$ cat config.mk
export PLATFORM = sky130hd
export DESIGN_NAME = ctf_ctrl
export DESIGN_NICKNAME = d
export VERILOG_FILES = /design/src/rtl/ctf_pkg.sv /design/src/rtl/ctf_ctrl.sv
export SDC_FILE = /design/constraint.sdc
export NUM_CORES = 1
export LEC_CHECK = 0
export BUFFER_PORTS_ARGS = -buffer_cell sky130_fd_sc_hd__buf_2
export CORE_MARGIN = 2
export CORE_UTILIZATION = 30
export CTS_CLUSTER_DIAMETER = 40
export DETAILED_ROUTE_END_ITERATION = 12
export GPL_ROUTABILITY_DRIVEN = 0
export PLACE_DENSITY = 0.54
export SLEW_MARGIN = 25
export SYNTH_ARGS = -nofsm -noshare
export SYNTH_HDL_FRONTEND = slang
export SYNTH_SLANG_ARGS = --single-unit
$ cat constraint.sdc
create_clock -name clk -period 1.45 [get_ports clk]
set_clock_uncertainty 0.15 [all_clocks]
set_input_delay 0.145 -clock clk [delete_from_list [all_inputs] [get_ports clk]]
set_output_delay 0.145 -clock clk [all_outputs]
set_load 0.02 [all_outputs]
$ cat src/rtl/ctf_pkg.sv
package ctf_pkg;

  localparam int unsigned CordicStepsDef = 16;
  localparam int unsigned AtanEntries    = 24;
  localparam logic [15:0] GyroWeightRst  = 16'd62915;
  localparam int unsigned DtScale        = 125000;

  typedef struct packed {
    logic signed [15:0] accel_x;
    logic signed [15:0] accel_y;
    logic signed [15:0] accel_z;
    logic signed [15:0] rate_x;
    logic signed [15:0] rate_y;
    logic        [15:0] interval_us;
  } ctf_in_t;

  typedef struct packed {
    logic signed [15:0] roll_tilt;
    logic signed [15:0] pitch_tilt;
  } ctf_out_t;

  typedef enum logic [2:0] {
    ST_IDLE, ST_PRE, ST_ITER, ST_ROUND, ST_MUL1, ST_MUL2, ST_DIV, ST_DONE
  } ctf_state_t;

  typedef struct packed {
    logic load;
    logic pre;
    logic iter;
    logic round;
    logic mul1;
    logic mul2;
    logic div;
  } ctf_cmd_t;

  // atan(2^-i) in 1/65536 degree
  function automatic logic [21:0] atan_lut(input logic [4:0] i);
    case (i)
      5'd0:  atan_lut = 22'd2949120;
      5'd1:  atan_lut = 22'd1740967;
      5'd2:  atan_lut = 22'd919879;
      5'd3:  atan_lut = 22'd466945;
      5'd4:  atan_lut = 22'd234379;
      5'd5:  atan_lut = 22'd117304;
      5'd6:  atan_lut = 22'd58666;
      5'd7:  atan_lut = 22'd29335;
      5'd8:  atan_lut = 22'd14668;
      5'd9:  atan_lut = 22'd7334;
      5'd10: atan_lut = 22'd3667;
      5'd11: atan_lut = 22'd1833;
      5'd12: atan_lut = 22'd917;
      5'd13: atan_lut = 22'd458;
      5'd14: atan_lut = 22'd229;
      5'd15: atan_lut = 22'd115;
      5'd16: atan_lut = 22'd57;
      5'd17: atan_lut = 22'd29;
      5'd18: atan_lut = 22'd14;
      5'd19: atan_lut = 22'd7;
      5'd20: atan_lut = 22'd4;
      5'd21: atan_lut = 22'd2;
      5'd22: atan_lut = 22'd1;
      default: atan_lut = 22'd0;
    endcase
  endfunction

endpackage

$ cat src/rtl/ctf_ctrl.sv
module ctf_ctrl
  import ctf_pkg::*;
#(
  parameter int unsigned CORDIC_STEPS = CordicStepsDef
) (
  input  logic     clk,
  input  logic     rst_n,
  input  logic     start,
  input  logic     out_taken,
  output logic     busy,
  output logic     done,
  output logic [4:0] step,
  output ctf_cmd_t cmd
);

  localparam int unsigned Steps = (CORDIC_STEPS > AtanEntries) ? AtanEntries : CORDIC_STEPS;

  ctf_state_t state_r, state_nxt;
  logic [4:0] step_r, step_nxt;

  always_ff @(posedge clk) begin
    if (!rst_n) begin
      state_r <= ST_IDLE;
      step_r  <= '0;
    end else begin
      state_r <= state_nxt;
      step_r  <= step_nxt;
    end
  end

  always_comb begin
    state_nxt = state_r;
    step_nxt  = step_r;
    case (state_r)
      ST_IDLE:  if (start) state_nxt = ST_PRE;
      ST_PRE: begin
        state_nxt = ST_ITER;
        step_nxt  = '0;
      end
      ST_ITER: begin
        step_nxt = step_r + 5'd1;
        if (step_r == 5'(Steps - 1)) state_nxt = ST_ROUND;
      end
      ST_ROUND: state_nxt = ST_MUL1;
      ST_MUL1:  state_nxt = ST_MUL2;
      ST_MUL2:  state_nxt = ST_DIV;
      ST_DIV:   state_nxt = ST_DONE;
      ST_DONE:  if (out_taken) state_nxt = ST_IDLE;
      default:  state_nxt = ST_IDLE;
    endcase
  end

  always_comb begin
    cmd       = '0;
    cmd.load  = (state_r == ST_IDLE) && start;
    cmd.pre   = (state_r == ST_PRE);
    cmd.iter  = (state_r == ST_ITER);
    cmd.round = (state_r == ST_ROUND);
    cmd.mul1  = (state_r == ST_MUL1);
    cmd.mul2  = (state_r == ST_MUL2);
    cmd.div   = (state_r == ST_DIV);
    busy      = (state_r != ST_IDLE);
    done      = (state_r == ST_DONE);
    step      = step_r;
  end

  a_step_range: assert property (@(posedge clk) disable iff (!rst_n)
    state_r == ST_ITER |-> step_r < 5'(Steps)) else $error("step overrun");
  a_load_idle: assert property (@(posedge clk) disable iff (!rst_n)
    cmd.load |=> state_r == ST_PRE) else $error("load lost");
  a_done_hold: assert property (@(posedge clk) disable iff (!rst_n)
    (state_r == ST_DONE && !out_taken) |=> state_r == ST_DONE) else $error("done dropped");

endmodule

-- After elaboration in Yosys (flattened, before gate mapping)
Cells that the tools add are included.
- input bits: 4
- bits in registers: 8
- memories: 0
- bits in latches: 0
- logic and storage cells: 24
- memory bits (read-only): 0
- bits in writable memories: 0
- divide/modulo/power cells: 0
- equality and inequality tests: 11
- $add $sub $neg: 1
- mux-type cells: 5
- shift-type cells: 0
- bitwise gates (word level): 0
- reduce and logical (&&, ||, !) cells: 5
- $mul: 0
- $lt $le $gt $ge: 0
- operator list (operator ; number):
    3-bit case mux with 8 select lines ; 1
    3-bit == test, second input constant ; 4
    5-bit case mux with 2 select lines ; 1
    3-bit 2-to-1 mux ; 3
    3-bit by 2-bit == test with 1-bit output, second input constant ; 2
    5-bit by 1-bit adder with 5-bit output, second input constant ; 1
    5-bit by 4-bit == test with 1-bit output, second input constant ; 1
    2-bit inequality test, second input constant ; 2
    3-bit by 1-bit == test with 1-bit output, second input constant ; 1
    3-bit logical NOT ; 1
    3-bit AND reduction ; 1
    3-bit nonzero test ; 1
    2-bit by 1-bit inequality test with 1-bit output, second input constant ; 1
    2-bit nonzero test ; 1
    1-bit logical AND ; 1

-- Logic depth before layout (Yosys ltp)
Gate-level depths: netlist of run 1.
- word-level depth: 3
- gate-level depth with buffers: 7
- depth with buffers taken out: 7

-- Least setup slack after synthesis of run 1
OpenSTA, ideal clock, no wires.
- path kind: register to register
- start point: reg step_r[0], in the netlist step[0]
- end point: reg state_r[0]
- stages on the path, launching flop included: 8
- required time: 1.175 ns
- setup time: 0.125 ns
- arrival time: 1.454 ns
- path slack: -0.279 ns
- cells stage by stage: dfxtp_1 > ha_1 > and3_1 > ha_1 > inv_1 > a22oi_2 > mux2i_4 > mux2i_1
- cells in the longest elaborated chain, start to end: 3
- ends and longest elaborated chain (what ; line ; RTL):
    start, declared ; ctf_ctrl.sv:19 ; logic [4:0] step_r, step_nxt;
    start signal, assigned ; ctf_ctrl.sv:27 ; step_r <= step_nxt;
    5-bit by 4-bit == test with 1-bit output ; ctf_ctrl.sv:42 ; if (step_r == 5'(Steps - 1)) state_nxt = ST_ROUND;
    2-bit by 1-bit inequality test with 1-bit output (no line) ; - ;
    3-bit AND reduction (no line) ; - ;
    end signal, assigned ; ctf_ctrl.sv:26 ; state_r <= state_nxt;
    end, declared ; ctf_ctrl.sv:18 ; ctf_state_t state_r, state_nxt;
Every way passes these cells.
A chain may end at the register's enable or synchronous reset.

==> results.toml, run 1 <==
[synth]
synthMuxAreaShare = 0.0776
synth_compound_area_frac = 0.153
synthTopCellsByArea = "dfxtp_1, ha_1, and2_1"
synth_top_family_by_area = "simple AND/OR/NAND/NOR gates"
synth_edf_count = 0
netlist_instances = 65
async_flop_share = 0
synthSimpleGateAreaFrac = 0.279
synthXorXnorAreaFrac = 0
synthFlopType = "dfxtp_1"
synth-seq-cells = 8
ys_warn_count = 0
synth_most_common_cell = "dfxtp_1"
yosysTopAreaCell = "dfxtp_1"
avgSynthCellArea_um2 = 8.43
ys_types = 25
ys_seq_area_frac = 0.292
ys_top_cells_by_count = "dfxtp_1, ha_1, inv_1, nand2_1, nor2_1"
synth-adder-area-share = 0.137
syn_nets = 75
synth_top_area_frac = 0.292
syn-cell-area_um2 = 548

[route]
drt-wirelength-per-cell_um = 11.1
ant_nets = 0
vias_per_cell = 4.52
routed_wirelength_um = 1350
drt_iter0_markers = 9
vias = 547
drc_errors = 0
dr.pass1.iters = 4

[worst_setup_path]
ff2ff_path_depth = 7
cp.buffers_inverters = 2
critical_path_class = "register to output pin"
crit_slowest_cell = "dfxtp_1"
worstPathRequired_ns = 1.15
cp.depth = 4
cp-startpoint = "state_r[0]"
cpLargestDelayFamily = "buffers and inverters"
r2r_end = "state_r[0]"
crit_end = "cmd[1]"
r2r_slack_ns = -0.06
crit_chain = "buf_4 > ha_4 > and2_1 > buf_2"
crit_arrival_ns = 1.22
crit_fanout = 5
max_stage_delay_ns = 0.31
cp-start-kind = "register"
timing.rr.start = "step[0]"
endpoint_kind = "output pin"

[sta]
finalSetupViolations = 10
setup_slack_ns = -0.0637
rsz0062_at_grt = "true"
fin_crit_ns = 1.51
fmax_mhz = 661
worst_pin_slew_ns = 0.232
drv_slew = 0
finalCritPeriodShare = 1.04
max-slew-margin-rel = 0.844
finalHoldViolations = 0

[floorplan]
die_area_um2 = 2180
die_h_um = 46.7
core_um2 = 1730
chipWidth_um = 46.7
start_util = 0.317
rows = 15
ios = 18

[pwr]
peakVddDrop_uv = 900
powerDensity_nw_per_um2 = 1630
p_leak_nw = 0.398

[grt]
grt-ovfl-total = 0
globalRouteMet3Util = 0.0692
grt_pass1_wl_um = 1830
track_usage = 0.124
grt_pass1_vias = 438
busiest_layer = "met2"
use_met1 = 0.152
grtUsageMet2 = 0.197
grt_max_degree = 12
antenna_found_initial = 0

[layout]
final_cells = 121
syn2layout_area_growth_pct = 65.8
num-nets-final = 107
post-route-cell-area_um2 = 908
drive_gt1_frac = 0.573
num_antenna_cells = 0

[clock_tree]
clockBufferDepth = 2
cts_buffers = 3
clk_pin_slew_ns = 0.06
cts_hold_buf = 0
cts_sinks = 8
clk_latency_ns = 0.26
cts_tree = "done"
h-tree-depth = 1
cts_root_buffer = "clkbuf_4"

[placed_design]
portBuffers = 17
placed_area_um2 = 767
hpwl_um = 1010
dpl.cell_count = 115

[run]
maxCapViolations = 0

[min_path]
min_path_cells = 3
hold_path_class = "input port to register"

[status]
status = "complete, but fails checks"
violations = "setup timing"
report_power, final:
part	internal, mW	switching [mW]	leakage (nW)	total [mW]
registers	0.273	0.0601	0.0683	0.333
clock network	0.106	0.0822	0.0150	0.188
logic	0.470	0.487	0.315	0.957
total	0.848	0.630	0.398	1.48
logic make-up (layout without fill, tap and decap cells):
| logic type | after synthesis | count (layout) |
|---|---|---|
| simple gates | 28 | 28 |
| flops | 8 | 8 |
| compound gates | 12 | 12 |
| buf+inv | 8 | 39 |
| mux | 3 | 3 |
| fa+ha+maj | 6 | 6 |
layout by cell type (no fill, tap or decap), drive strengths merged:
| cell | Yosys | final |
|---|---|---|
| inv | 6 | 6 |
| and2 | 5 | 5 |
| dfxtp | 8 | 8 |
| nand3b | 2 | 2 |
| nor3 | 1 | 1 |
| ha | 6 | 6 |
| nand3 | 2 | 2 |
| a21oi | 3 | 3 |
| o21ai | 3 | 3 |
| o21bai | 1 | 1 |
| and3 | 1 | 1 |
| a21boi | 1 | 1 |
| a22oi | 2 | 2 |
| nand2 | 5 | 5 |
| nor2 | 5 | 5 |
| nand2b | 3 | 3 |
| clkbuf | 1 | 4 |
| o31ai | 2 | 2 |
| buf | 1 | 29 |
| mux2i | 3 | 3 |
| nor2b | 4 | 4 |
registers in the layout, summed over array words and instances (netlist names):
| register | count |
|---|---|
| step | 5 |
| state_r | 3 |
tightest hold or removal path, delay by kind of cell:
kind / cells / cell delay [ns]
AND/OR/NAND/NOR: 1 / 0.04
AO/OA/AOI/OAI: 1 / 0.08
buffers and inverters: 1 / 0.16
how the worst min path moves through the flow:
stage | startpoint | end | slack (ns)
3_3_place_gp | rst_n | state_r[2] | 0.33
4_1_cts | rst_n | state_r[2] | 0.06
2_1_floorplan | rst_n | step[3] | 0.14
3_5_place_dp | rst_n | state_r[2] | 0.33
6_report | rst_n | state_r[2] | 0.06
5_1_grt | rst_n | state_r[2] | 0.06
final cells by class:
class | instances | area [um^2]
clock buffer | 4 | 26.3
fill | 174 | 818
sequential | 8 | 174
multi-input combinational | 49 | 452
inverter | 6 | 25.0
tap | 25 | 31.3
timing repair buffer | 29 | 200
per-stage QoR:
stage	util	setup TNS, ns	setup slack, ns	power (mW)	hold slack, ns
after floorplan	-	-0.170	-0.0866	0.790	0.136
after global placement	0.444	-0.175	-0.126	1.01	0.335
after detailed placement	0.444	-0.186	-0.101	1.02	0.333
after CTS	0.489	-0.565	-0.0891	1.30	0.0574
after global routing	0.526	-0.841	-0.129	1.58	0.0571
final	0.526	-0.297	-0.0637	1.48	0.0574
what timing repair did:
action                     in CTS  in global routing
cloned                          0                  0
setup endpoints to repair      12                 15
hold endpoints to repair        0                  0
buffers inserted                2                  0
resized for setup              12                 15
pin swaps                       4                  3
per-layer routing:
layer	vias up	part of all wire
met3	4	0.045
met2	15	0.49
li1	278	-
met1	250	0.45
met5	-	0
met4	0	0.015
Note: power is estimated with default switching activity, not from simulation.
==> run 2: changes to the inputs <==
--- a/config.mk
+++ b/config.mk
@@ -11,6 +11,7 @@
 export CTS_CLUSTER_DIAMETER = 40
 export DETAILED_ROUTE_END_ITERATION = 12
 export GPL_ROUTABILITY_DRIVEN = 0
+export HOLD_SLACK_MARGIN = 0.1
 export PLACE_DENSITY = 0.54
 export SLEW_MARGIN = 25
 export SYNTH_ARGS = -nofsm -noshare
==> run 2 against run 1 <==
  * The run still ends with setup timing left
  * Register-to-register slack about the same
  * Critical path depth unchanged
  * Clock power about the same
  * Non-clock buffer count increased by 1
  * Hold slack improved by 0.16 ns
  * Global-route usage increased by 0.16 points
  * Clock-buffer cell count unchanged
  * Sequential cell count unchanged
  * Core utilization increased by 0.58 points
  * Via count increased by 0.73%
==> results.toml, run 2 (synthesis gave the netlist of run 1 again) <==
[sta]
finalCritPeriodShare = 1.04
setup_slack_ns = -0.0627
fin_setup_tns_ns = -0.292
rsz0062_at_grt = "true"
max-slew-margin-rel = 0.844
worst_pin_slew_ns = 0.232
hold_ws_ns = 0.219
drv_slew = 0
finalHoldViolations = 0
fmax_mhz = 661
fin_crit_ns = 1.51
finalSetupViolations = 10

[grt]
antenna_found_initial = 0
track_usage = 0.125
grt-ovfl-total = 0
grt_pass1_vias = 437
grt_pass1_wl_um = 1860
grt_max_degree = 12

[clock_tree]
cts_tree = "done"
h-tree-depth = 1
cts_buffers = 3
clk_pin_slew_ns = 0.06
clk_latency_ns = 0.26
cts_root_buffer = "clkbuf_4"
clockBufferDepth = 2
cts_sinks = 8

[pwr]
p_int_mw = 0.850
sw_frac_of_total = 0.426
total_power_mw = 1.48
p_leak_nw = 0.402
p_switching_mw = 0.630
p_seq_frac = 0.225
powerDensity_nw_per_um2 = 1610
clkPwrFrac = 0.127
p_comb_frac = 0.648
peakVddDrop_uv = 900

[worst_setup_path]
critical_path_class = "register to output pin"
crit_arrival_ns = 1.22
cp-start-kind = "register"
crit_fanout = 5
endpoint_kind = "output pin"
worstPathRequired_ns = 1.15

[layout]
fill_cells = 170
num-nets-final = 108
final_common_cell = "buf_4"
num_antenna_cells = 0
mostFrequentLayoutCells = "buf_4, buf_2, ha_4"
ff_latch_area_um2 = 174
largest_reg_flops = 5
multi_input_area_um2 = 452
syn2layout_area_growth_pct = 67.6
drive_gt1_frac = 0.567

[floorplan]
die_area_um2 = 2180
die_h_um = 46.7
start_util = 0.317
core_um2 = 1730
chipWidth_um = 46.7
rows = 15
ios = 18

[status]
violations = "setup timing"
status = "complete, but fails checks"

[route]
routed_wirelength_um = 1350
drt-wirelength-per-cell_um = 11.0
ant_nets = 0
drc_errors = 0
dr.pass1.iters = 4
vias = 551
drt_iter0_markers = 9
vias_per_cell = 4.52

[run]
maxCapViolations = 0

[placed_design]
portBuffers = 17
dp_slack_ns = -0.101
hpwl_um = 1010

[min_path]
hold_path_class = "input port to register"
## run 2: changes by cell type in the layout (fill, tap and decap cells not counted), sizes merged
cell | before | now
dlygate4sd3 | 0 | 1
## run 2: worst paths after layout
path	startpoint	endpoint	slack (ns)	cells after the start
min	out_taken	state_r[1]	0.22	4
min reg2reg	state_r[1]	state_r[1]	0.38	2
max	state_r[0]	cmd[1]	-0.06	4
max reg2reg	step[0]	state_r[0]	-0.06	7
## run 2: through the flow
stage	area, um^2	instances	util
2_1_floorplan	587	65	-
3_3_place_gp	767	115	0.444
3_5_place_dp	767	115	0.444
4_1_cts	855	122	0.495
5_1_grt	918	122	0.532
6_report	918	122	0.532
## run 2: cell type report
type | instances | area share
multi-input combinational | 49 | 0.492
timing repair buffer | 30 | 0.229
sequential | 8 | 0.189
tap | 25 | 0.0341
clock buffer | 4 | 0.0286
inverter | 6 | 0.0272
## run 2: what timing repair did
item | in CTS | in global routing
hold endpoints to repair | 7 | 0
hold buffers | 1 | 0
gates resized for setup | 12 | 15
buffers inserted | 2 | 0
endpoints found under the setup margin | 12 | 15
pin swaps | 4 | 3
## run 2: critical path, stage by stage (launching register included)
cell and delay (ns):
dfxtp_1 0.31, buf_4 0.16, ha_4 0.18, and2_1 0.16
buf_2 0.16
## run 2: power groups by stage
stage / sequential, mW / combinational (mW) / clock (mW)
floorplan: 0.314 / 0.476 / 0
global placement: 0.302 / 0.711 / 0
detailed placement: 0.304 / 0.717 / 0
CTS: 0.316 / 0.793 / 0.194
global route: 0.337 / 1.03 / 0.215
finish: 0.333 / 0.959 / 0.187
## run 2: routing by layer
layer  routed length (um)  up-vias  global-route usage
met5                    0        -                   0
met4                   20        0              0.0167
met3                   58        4              0.0692
met2                  667       15               0.197
met1                  602      252               0.157
li1                     -      280                   -
==> run 3: changes to the inputs <==
--- a/config.mk
+++ b/config.mk
@@ -5,15 +5,18 @@
 export SDC_FILE = /design/constraint.sdc
 export NUM_CORES = 1
 export LEC_CHECK = 0
+export ABC_AREA = 1
 export BUFFER_PORTS_ARGS = -buffer_cell sky130_fd_sc_hd__buf_2
 export CORE_MARGIN = 2
 export CORE_UTILIZATION = 30
 export CTS_CLUSTER_DIAMETER = 40
 export DETAILED_ROUTE_END_ITERATION = 12
 export GPL_ROUTABILITY_DRIVEN = 0
+export GPL_TIMING_DRIVEN = 0
 export HOLD_SLACK_MARGIN = 0.1
 export PLACE_DENSITY = 0.54
 export SLEW_MARGIN = 25
 export SYNTH_ARGS = -nofsm -noshare
 export SYNTH_HDL_FRONTEND = slang
 export SYNTH_SLANG_ARGS = --single-unit
+export TNS_END_PERCENT = 5
==> run 3 against run 2 <==
  * Synthesized cell count grew 29%
  * Hold slack lost 0.079 ns
  * Wire length grew 3.3%
  * Fmax grew 5.5%
  * Sequential power grew 11%
  * Cell area shrank 0.82%
  * Sequential cell count is the same
  * Total power grew 11%
  * The run now ends clean
  * Non-clock buffer count shrank 6
==> results.toml, run 3 <==
[synth]
synthFlopType = "dfxtp_1"
yosysTopAreaCell = "dfxtp_1"
async_flop_share = 0
syn-cell-area_um2 = 546
netlist_instances = 84
synth_edf_count = 0
syn_nets = 94
ys_seq_area_frac = 0.294
synth-seq-cells = 8
ys_top_cells_by_count = "nand2_1, inv_1, nor2_1, dfxtp_1, ha_1"
synth_top_area_frac = 0.294
synth_most_common_cell = "nand2_1"
avgSynthCellArea_um2 = 6.49
ys_types = 16
synthTopCellsByArea = "dfxtp_1, nand2_1, ha_1"
ys_warn_count = 0

[clock_tree]
h-tree-depth = 1
clk_latency_ns = 0.27
cts_root_buffer = "clkbuf_4"
clk_pin_slew_ns = 0.07
cts_buffers = 3
cts_tree = "done"
clockBufferDepth = 2
cts_sinks = 8

[layout]
largest_reg_flops = 5
mostFrequentLayoutCells = "nand2_1, inv_1, buf_2"
post-route-util = 0.528
final_common_cell = "nand2_1"
drive_gt1_frac = 0.536
num_antenna_cells = 0
fill_cells = 167
syn2layout_area_growth_pct = 67.0
num-nets-final = 123

[placed_design]
hpwl_um = 913
portBuffers = 17
dp_slack_ns = -0.0788

[sta]
setup_slack_ns = 0.0163
drv_slew = 0
rsz0062_at_grt = "true"
fmax_mhz = 697
hold_ws_ns = 0.140
finalHoldViolations = 0
finalCritPeriodShare = 0.989
worst_pin_slew_ns = 0.232
max-slew-margin-rel = 0.844
finalSetupViolations = 0
fin_setup_tns_ns = 0
fin_crit_ns = 1.43

[worst_setup_path]
endpoint_kind = "output pin"
cp-start-kind = "register"
crit_arrival_ns = 1.14
crit_fanout = 4
ff2ff_path_depth = 8
worstPathRequired_ns = 1.15
critical_path_class = "register to output pin"

[pwr]
peakVddDrop_uv = 1050
total_power_mw = 1.64
powerDensity_nw_per_um2 = 1800
p_leak_nw = 0.453

[grt]
grt_max_degree = 8
track_usage = 0.125
grt-ovfl-total = 0
antenna_found_initial = 0
grt_pass1_vias = 474
grt_pass1_wl_um = 1930

[run]
maxCapViolations = 0

[floorplan]
core_um2 = 1730
die_h_um = 46.6
start_util = 0.316
chipWidth_um = 46.6
die_area_um2 = 2180
ios = 18
rows = 15

[route]
routed_wirelength_um = 1390
vias = 582
drt_iter0_markers = 9
ant_nets = 0
drt-wirelength-per-cell_um = 10.2
drc_errors = 0
dr.pass1.iters = 3
vias_per_cell = 4.25

[status]
status = "finished clean"

[min_path]
hold_path_class = "input port to register"
min_path_cells = 6
[run 3: through the flow]
step,instance area [um^2],std cells
floorplan,551,84
global placement,667,126
detailed placement,667,126
CTS,771,133
global route,911,137
finish,911,137
[run 3: where the power goes]
part | leakage, nW | internal [mW] | total [mW] | switching, mW
clock network | 0.0150 | 0.106 | 0.192 | 0.0861
logic | 0.369 | 0.487 | 1.08 | 0.589
registers | 0.0691 | 0.291 | 0.369 | 0.0783
total | 0.453 | 0.883 | 1.64 | 0.754
[run 3: worst paths after layout]
check / end / slack [ns] / startpoint
worst max-delay path: cmd[4] / 0.02 / state_r[0]
worst min-delay path: state_r[2] / 0.14 / out_taken
worst max register to register: state_r[0] / 0.03 / state_r[0]
worst min register to register: step[2] / 0.34 / step[2]
[run 3: worst max-delay path, cell delays in order (launching register included)]
cell	delay (ns)
dfxtp_4	0.36
inv_4	0.08
ha_4	0.18
inv_4	0.05
nor2_4	0.09
buf_6	0.12
[run 3: layout make-up]
cell class                 instances  area, um^2  area share
clock buffer                       4        26.3      0.0288
multi-input combinational         57         422       0.463
inverter                          19        78.8      0.0865
sequential                         8         180       0.198
tap                               25        31.3      0.0343
timing repair buffer              24         173       0.190
[run 3: cell families after synthesis]
| family | after synthesis | share of synthesized area |
|---|---|---|
| compound gates | 10 | 0.103 |
| fa+ha+maj | 6 | 0.138 |
| buf+inv | 19 | 0.131 |
| flops | 8 | 0.294 |
| simple gates | 41 | 0.335 |
[run 3: repair_timing]
action / in CTS / in global routing
pin swaps: 6 / 10
resized for setup: 20 / 31
hold buffers: 1 / 0
endpoints found under the setup margin: 13 / 16
setup buffers: 2 / 4
endpoints found under the hold margin: 8 / 0
cloned: 0 / 0
[run 3: metal layers]
layer | wire length (um) | part of all wire | up-vias | track usage
met1 | 666 | 0.48 | 254 | 0.175
met5 | 0 | 0 | - | 0
met4 | 9 | 0.0065 | 0 | 0.0333
met3 | 53 | 0.038 | 2 | 0.0588
met2 | 663 | 0.48 | 9 | 0.172
li1 | - | - | 317 | -
